$ cat src/rtl/rcfd_pkg.sv
// Package for the remote-control receiver frame decoder.
// Holds the request structs, register indexes and the key/button tracker step.
// No dependencies.
`default_nettype none

package rcfd_pkg;

  localparam int FRAME_LEN = 18;
  localparam int KEY_COUNT = 16;
  localparam int TRACKERS  = 18;
  localparam int POS_W     = 5;

  localparam logic [POS_W-1:0] LAST_POS = POS_W'(FRAME_LEN - 1);

  // Configuration register indexes
  typedef enum logic [1:0] {
    REG_STICK_CENTER   = 2'd0,
    REG_CHANNEL_LIMIT  = 2'd1,
    REG_MOUSE_LIMIT    = 2'd2,
    REG_UNUSED         = 2'd3
  } cfg_reg_t;

  localparam logic [10:0] CENTER_RESET      = 11'd1024;
  localparam logic [10:0] CHAN_LIMIT_RESET  = 11'd660;
  localparam logic [14:0] MOUSE_LIMIT_RESET = 15'd32767;

  // Tracker codes
  typedef enum logic [1:0] {
    TRK_RELEASED = 2'd0,
    TRK_RISING   = 2'd1,
    TRK_PRESSED  = 2'd2,
    TRK_FALLING  = 2'd3
  } trk_state_t;

  typedef struct packed {
    trk_state_t  status;
    logic [1:0]  count;
  } trk_t;

  typedef struct packed {
    logic [7:0]       frame_byte;
    logic [POS_W-1:0] byte_position;
  } in_req_t;

  typedef struct packed {
    logic signed [11:0] stick0;
    logic signed [11:0] stick1;
    logic signed [11:0] stick2;
    logic signed [11:0] stick3;
    logic signed [11:0] wheel_value;
    logic [1:0]         switch_left;
    logic [1:0]         switch_right;
    logic signed [15:0] mouse_dx;
    logic signed [15:0] mouse_dy;
    logic signed [15:0] mouse_dz;
    logic [31:0]        key_states;
    logic [3:0]         button_states;
  } out_req_t;

  // Raw 11-bit channel minus center; always fits 12 bits signed.
  function automatic logic signed [11:0] centered(input logic [10:0] raw,
                                                  input logic [10:0] center);
    centered = $signed({1'b0, raw}) - $signed({1'b0, center});
  endfunction

  function automatic logic [10:0] chan_mag(input logic signed [11:0] v);
    logic signed [11:0] neg;
    neg = -v;
    chan_mag = v[11] ? neg[10:0] : v[10:0];
  endfunction

  // Magnitude of a 16-bit signed word; -32768 gives 32768.
  function automatic logic [15:0] word_mag(input logic signed [15:0] v);
    logic [15:0] neg;
    neg = 16'(-v);
    word_mag = v[15] ? neg : v;
  endfunction

  // One frame of a press tracker: count saturates at 2 while held.
  function automatic trk_t trk_step(input trk_t cur, input logic pressed);
    trk_t nxt;
    if (!pressed) begin
      nxt.count = 2'd0;
    end else if (cur.count >= 2'd2) begin
      nxt.count = 2'd2;
    end else begin
      nxt.count = cur.count + 2'd1;
    end
    priority if (nxt.count == 2'd2) begin
      nxt.status = TRK_PRESSED;
    end else if (nxt.count == 2'd1) begin
      nxt.status = TRK_RISING;
    end else if (cur.status == TRK_PRESSED) begin
      nxt.status = TRK_FALLING;
    end else begin
      nxt.status = TRK_RELEASED;
    end
    trk_step = nxt;
  endfunction

endpackage

`default_nettype wire

$ cat src/rtl/rc_receiver_frame_decoder.sv
// Top level of the remote-control receiver frame decoder.
// Depends on rcfd_pkg for request structs, register indexes and tracker step.
// Usage:
//   in_valid/in_ready/in_data carry one frame byte and its position (0..17).
//   Bytes are kept in an 18-entry frame store; positions above 17 are dropped.
//   The byte at position 17 completes the frame: one result request goes out
//   on out_valid/out_ready/out_data with centered sticks and wheel, switches,
//   mouse x/y/z and the 18 key/button trackers, which advance once per frame.
//   cfg_valid/cfg_ready/cfg_index/cfg_data write stick_center (0),
//   channel_limit (1) and mouse_limit (2); cfg_ready is always high.
// Timing:
//   A request is taken into an input register; from there it is stored
//   and, for position 17, the result is computed in one pass and lands in the
//   output register, which drives out_valid. One byte per cycle is sustained
//   while the output is drained.
// Reset (rst_n low, synchronous): trackers released, config at defaults,
//   pipeline empty. The frame store is not cleared.
// Stall: while out_valid waits on out_ready, bytes other than position 17 keep
//   flowing; a completed frame waits in the input register until the output
//   frees, and in_ready drops behind it.
`default_nettype none

module rc_receiver_frame_decoder
  import rcfd_pkg::*;
(
  input  wire logic        clk,
  input  wire logic        rst_n,
  input  wire logic        in_valid,
  output logic             in_ready,
  input  wire in_req_t     in_data,
  output logic             out_valid,
  input  wire logic        out_ready,
  output out_req_t         out_data,
  input  wire logic        cfg_valid,
  output logic             cfg_ready,
  input  wire logic [1:0]  cfg_index,
  input  wire logic [14:0] cfg_data
);

  // Config registers
  logic [10:0] center_r;
  logic [10:0] chan_limit_r;
  logic [14:0] mouse_limit_r;

  // Input register
  logic    a_valid_r;
  in_req_t a_req_r;

  // Frame store and trackers
  logic [7:0] frame_store_r [FRAME_LEN];
  trk_t       trk_r [TRACKERS];
  trk_t       trk_nxt [TRACKERS];

  // Output register
  logic     out_valid_r;
  out_req_t out_data_r;
  out_req_t out_data_nxt;

  logic out_free;
  logic a_last;
  logic a_adv;
  logic load_out;
  logic in_fire;

  assign cfg_ready = 1'b1;

  always_ff @(posedge clk) begin
    if (!rst_n) begin
      center_r      <= CENTER_RESET;
      chan_limit_r  <= CHAN_LIMIT_RESET;
      mouse_limit_r <= MOUSE_LIMIT_RESET;
    end else if (cfg_valid) begin
      unique case (cfg_reg_t'(cfg_index))
        REG_STICK_CENTER:   center_r      <= cfg_data[10:0];
        REG_CHANNEL_LIMIT:  chan_limit_r  <= cfg_data[10:0];
        REG_MOUSE_LIMIT:    mouse_limit_r <= cfg_data;
        default: ;
      endcase
    end
  end

  // Handshake: a completed frame needs a free output slot to advance.
  assign out_free = !out_valid_r || out_ready;
  assign a_last   = (a_req_r.byte_position == LAST_POS);
  assign a_adv    = a_valid_r && (!a_last || out_free);
  assign load_out = a_adv && a_last;
  assign in_ready = !a_valid_r || a_adv;
  assign in_fire  = in_valid && in_ready;

  always_ff @(posedge clk) begin
    if (!rst_n) begin
      a_valid_r <= 1'b0;
    end else if (in_ready) begin
      a_valid_r <= in_valid;
    end
  end

  always_ff @(posedge clk) begin
    if (in_fire) begin
      a_req_r <= in_data;
    end
  end

  // Store write; positions above the frame are dropped
  always_ff @(posedge clk) begin
    if (a_adv && (a_req_r.byte_position < POS_W'(FRAME_LEN))) begin
      frame_store_r[a_req_r.byte_position] <= a_req_r.frame_byte;
    end
  end

  // Decode of one completed frame. Byte 17 comes straight from the input
  // register; all other bytes are already in the store.
  always_comb begin
    logic [7:0]         b [FRAME_LEN];
    logic signed [11:0] ch [4];
    logic [10:0]        raw [4];
    logic               over;
    logic signed [15:0] mx;
    logic signed [15:0] my;
    logic [15:0]        keys;
    logic [14:0]        dummy_w;
    for (int i = 0; i < FRAME_LEN - 1; i++) begin
      b[i] = frame_store_r[i];
    end
    b[FRAME_LEN-1] = a_req_r.frame_byte;

    raw[0] = {b[1][2:0], b[0]};
    raw[1] = {b[2][5:0], b[1][7:3]};
    raw[2] = {b[4][0], b[3], b[2][7:6]};
    raw[3] = {b[5][3:0], b[4][7:1]};
    over = 1'b0;
    for (int i = 0; i < 4; i++) begin
      ch[i] = centered(raw[i], center_r);
      if (chan_mag(ch[i]) > chan_limit_r) begin
        over = 1'b1;
      end
    end

    out_data_nxt.stick0      = over ? 12'sd0 : ch[0];
    out_data_nxt.stick1      = over ? 12'sd0 : ch[1];
    out_data_nxt.stick2      = over ? 12'sd0 : ch[2];
    out_data_nxt.stick3      = over ? 12'sd0 : ch[3];
    out_data_nxt.wheel_value = centered({b[17][2:0], b[16]}, center_r);
    out_data_nxt.switch_left  = b[5][7:6];
    out_data_nxt.switch_right = b[5][5:4];

    mx = {b[7], b[6]};
    my = {b[9], b[8]};
    dummy_w = mouse_limit_r;
    if ((word_mag(mx) > {1'b0, dummy_w}) || (word_mag(my) > {1'b0, dummy_w})) begin
      mx = 16'sd0;
      my = 16'sd0;
    end
    out_data_nxt.mouse_dx = mx;
    out_data_nxt.mouse_dy = my;
    out_data_nxt.mouse_dz = {b[11], b[10]};

    // Trackers: keys 0..15, then left and right mouse buttons
    keys = {b[15], b[14]};
    for (int i = 0; i < KEY_COUNT; i++) begin
      trk_nxt[i] = trk_step(trk_r[i], keys[i]);
    end
    trk_nxt[KEY_COUNT]     = trk_step(trk_r[KEY_COUNT], b[12][0]);
    trk_nxt[KEY_COUNT + 1] = trk_step(trk_r[KEY_COUNT + 1], b[13][0]);

    for (int i = 0; i < KEY_COUNT; i++) begin
      out_data_nxt.key_states[2*i +: 2] = trk_nxt[i].status;
    end
    out_data_nxt.button_states = {trk_nxt[KEY_COUNT + 1].status,
                                  trk_nxt[KEY_COUNT].status};
  end

  always_ff @(posedge clk) begin
    if (!rst_n) begin
      for (int i = 0; i < TRACKERS; i++) begin
        trk_r[i] <= '{status: TRK_RELEASED, count: 2'd0};
      end
    end else if (load_out) begin
      for (int i = 0; i < TRACKERS; i++) begin
        trk_r[i] <= trk_nxt[i];
      end
    end
  end

  always_ff @(posedge clk) begin
    if (!rst_n) begin
      out_valid_r <= 1'b0;
    end else if (out_free) begin
      out_valid_r <= load_out;
    end
  end

  always_ff @(posedge clk) begin
    if (load_out) begin
      out_data_r <= out_data_nxt;
    end
  end

  assign out_valid = out_valid_r;
  assign out_data  = out_data_r;

`ifndef SYNTH
  // A result appears only when a completed frame advanced the cycle before.
  a_out_from_frame: assert property (@(posedge clk) disable iff (!rst_n)
    $rose(out_valid_r) |-> $past(load_out))
    else $error("result without a completed frame");

  // A blocked frame byte stays in the input register unchanged.
  a_hold_input: assert property (@(posedge clk) disable iff (!rst_n)
    a_valid_r && !a_adv |=> a_valid_r && $stable(a_req_r))
    else $error("input register lost a blocked request");

  // Tracker status agrees with its count.
  for (genvar g = 0; g < TRACKERS; g++) begin : g_trk_chk
    a_trk_consistent: assert property (@(posedge clk) disable iff (!rst_n)
      (trk_r[g].count != 2'd3) &&
      ((trk_r[g].status == TRK_PRESSED) == (trk_r[g].count == 2'd2)))
      else $error("tracker status and count disagree");
  end
`endif

endmodule

`default_nettype wire
$ cat config.mk
export PLATFORM = sky130hd
export DESIGN_NAME = rc_receiver_frame_decoder
export DESIGN_NICKNAME = d
export VERILOG_FILES = /design/src/rtl/rcfd_pkg.sv /design/src/rtl/rc_receiver_frame_decoder.sv
export SDC_FILE = /design/constraint.sdc
export NUM_CORES = 1
export LEC_CHECK = 0
export BUFFER_PORTS_ARGS = -buffer_cell sky130_fd_sc_hd__buf_2
export CAP_MARGIN = 20
export CELL_PAD_IN_SITES_DETAIL_PLACEMENT = 1
export CELL_PAD_IN_SITES_GLOBAL_PLACEMENT = 1
export CORE_MARGIN = 5
export CORE_UTILIZATION = 45
export CTS_BUF_LIST = sky130_fd_sc_hd__clkbuf_16
export DETAILED_ROUTE_END_ITERATION = 10
export PLACE_DENSITY = 0.74
export SYNTH_ARGS = -nofsm -noshare
export SYNTH_HDL_FRONTEND = slang
export SYNTH_SLANG_ARGS = --single-unit
$ cat constraint.sdc
create_clock -name clk -period 19.7 [get_ports clk]
set_input_delay 0 -clock clk [delete_from_list [all_inputs] [get_ports clk]]
set_output_delay 0 -clock clk [all_outputs]
set_load 0.02 [all_outputs]
==> run summary <==
Status: finished, final reports clean
Top area cells in the synthesized netlist: edfxtp_1, ha_1, dfxtp_1, xnor2_1, nor2_1
Vias in the first global route: 13.7k
Cts repair resizes: 0
Final Skew: 0.0280 ns
I/O pins: 186
Startpoint Class: flip-flop
Syn nets: 1715
DRC: 0
Initial Util: 0.453
Rows: 75
Yosys top cell by area: edfxtp_1
Total grt overflow: 0
TritonCTS buffer count: 43
Req. time, crit path: 20.10 ns
Routed vias: 13.0k
Top Layer Used: met4
FF-to-FF Start: center_r[1]$_SDFFE_PN0P_
CTS Buffer Depth: 3
Setup CP Type: reg2reg
Core box area: 41800 µm²
Worst-skew pair later-pin latency: 0.58 ns
Share of layout cells above drive strength 1: 0.163
H-tree depth: 2
Sequential cell area fraction in the yosys report: 0.605
Yosys Warn Count: 0
Async set or reset register ratio after synthesis: 0
Least-Margin Pin Slew: 1.09 ns
DP HPWL: 36000 µm
Hold crit path type: in2reg
VDD IR max: 0.0000664 V
Average wire per standard cell: 22.0 µm
Total Wirelength: 51800 µm
Setup Slack @ Placement: 14.73 ns
Initial antenna violation count: 0
Setup-failing EPs final: 0
Netlist cell types: 76
Met1 wire length: 21400 µm
Pre-Repair DR Iteration Count: 6
Top-count cell post-synth: edfxtp_1
Leakage: 8.87 nW
Fin Setup TNS: 0 ns
Fmax achieved: 203 MHz
Pin count of the biggest net entering global routing: 78
Pwr Density: 85.7 nW/µm²
Post-synth top area share: 0.564
Hold Violations, Final: 0
Max-slew headroom: 0.274
Fill cells: 4343
Max cap viols: 0
Die ar.: 46200 µm²
Hold wc startpoint: rst_n
TritonCTS clock tree: built
Cells after Synth: 1540
Chip width: 215 µm
First-pass GRT wire length: 79600 µm
Final worst slack: 14.78 ns
CP startpoint: center_r[1]$_SDFFE_PN0P_
Port buffer count: 184
Worst hold margin: 0.0408 ns
Arr. time, crit path: 5.32 ns
Post-synth EDFFs: 355
Synth cell count leaders: edfxtp_1, nor2_1, ha_1, nand2_1, a21oi_1
Sink Count: 394
Worst setup EP type: flip-flop
Max-slew violations: 0
DR vias/cell: 5.51
N_diodes: 0
Die Span Y: 215 µm
Synthesized area per cell: 12.3 µm²
Wire length on met2: 26300 µm
CTS root buf: clkbuf_16
Clock slew at reported path FFs: 0.06 ns
Nets@finish: 1960
All-Layer GR Usage: 0.220
Final ANT Viol Nets: 0
Final period util: 0.250
Crit path max fanout: 48
Yosys reg bits: 394
GP Congestion: 0.866
Layout area overhead: 17.3%
RSZ-0062 raised after global routing: false
Cell area after synthesis: 18900 µm²
Top_reg_cell synth: edfxtp_1
First DRT Iteration DRCs: 904
Tmin final: 4.92 ns
Metal3 WL: 2610 µm
## state kept, by name (all words and copies together) (netlist names)
register and cells:
chan_limit_r 11, mouse_limit_r 15, out_data 148, a_valid_r 1, center_r 11, out_valid 1
a_req_r 13, trk_r 72, frame_store_r 122
## per-layer routing
metal | global-route usage | up-vias
met3 | 0.0453 | 83
met2 | 0.392 | 303
li1 | - | 6081
met1 | 0.274 | 6509
met5 | 0 | -
met4 | 0.0623 | 0
## per-stage QoR
stage / util / cell area [µm²] / power (W) / instances
5_1_grt: 0.531 / 22200 / 0.00198 / 2355
6_report: 0.531 / 22200 / 0.00190 / 2355
3_3_place_gp: 0.490 / 20400 / 0.00112 / 2240
3_5_place_dp: 0.490 / 20400 / 0.00113 / 2240
4_1_cts: 0.531 / 22200 / 0.00192 / 2352
2_1_floorplan: - / 18900 / 0.00107 / 1540
## critical path, cell delays in order, from the launching register on
cell      delay [ns]
dfxtp_1         0.46
inv_1           0.26
ha_1            0.35
nand2b_1        0.08
a21oi_1         0.30
nor4_1          0.10
o22ai_1         0.24
nor4_1          0.09
nor2_1          0.49
a21oi_1         0.12
xnor2_1         0.16
ha_1            0.31
a21o_1          0.16
a21o_1          0.17
a21oi_1         0.14
nor2b_1         0.05
o311ai_0        0.54
nand4_1         0.18
buf_4           0.32
nor3_1          0.20
## placed cells by master (no fill, tap or decap), drive strengths merged, types with 23 or more instances in the layout
| cell type | n |
|---|---|
| a21o | 30 |
| a21oi | 101 |
| and2 | 32 |
| buf | 196 |
| clkbuf | 45 |
| dfxtp | 39 |
| dlygate4sd3 | 36 |
| edfxtp | 355 |
| ha | 135 |
| inv | 91 |
| nand2 | 127 |
| nor2 | 178 |
| nor2b | 34 |
| o211ai | 23 |
| o21ai | 48 |
| xnor2 | 82 |
| xor2 | 24 |
## worst paths after layout
path	end	slack, ns	cells after the start
worst max-delay path	out_data[109]$_SDFFCE_PP0P_	14.78	19
worst min-delay path	mouse_limit_r[8]$_SDFFE_PN1P_	0.04	2
worst max register to register	out_data[109]$_SDFFCE_PP0P_	14.78	19
worst min register to register	out_data[42]$_DFFE_PP_	0.42	0
## final cells by class
cell class / count / area, µm² / area share
clock buffers: 44 / 1100 / 0.0497
multi-input cells: 1035 / 7040 / 0.317
well taps: 539 / 674 / 0.0304
clock inverters: 32 / 250 / 0.0113
flip-flops and latches: 394 / 11400 / 0.516
inverters: 78 / 293 / 0.0132
repair buffers: 233 / 1380 / 0.0621
## cells by family (layout without fill, tap and decap cells)
group                      count (synthesis)  after routing  synth area share
buffers and inverters                    111            387            0.0236
other                                      1              1          0.000198
muxes                                      2              2           0.00112
DFF                                      394            394             0.605
AOI/OAI and AO/OA                        287            287            0.0989
and+or+nand+nor                          499            499             0.127
xor gates and xnor gates                 106            106            0.0491
adders and majority gates                140            140            0.0946
## power breakdown
part / total (W) / internal [W] / switching (W)
combinational: 0.000180 / 0.0000700 / 0.000110
clock: 0.000777 / 0.000445 / 0.000332
sequential: 0.000942 / 0.000928 / 0.0000142
total: 0.00190 / 0.00144 / 0.000456
## timing repair
action / CTS / global route
setup endpoints to repair: 0 / 0
setup buffers: 0 / 0
hold endpoints to repair: 52 / 0
hold buffers: 36 / 0
Power figures use the tool's default switching activity.
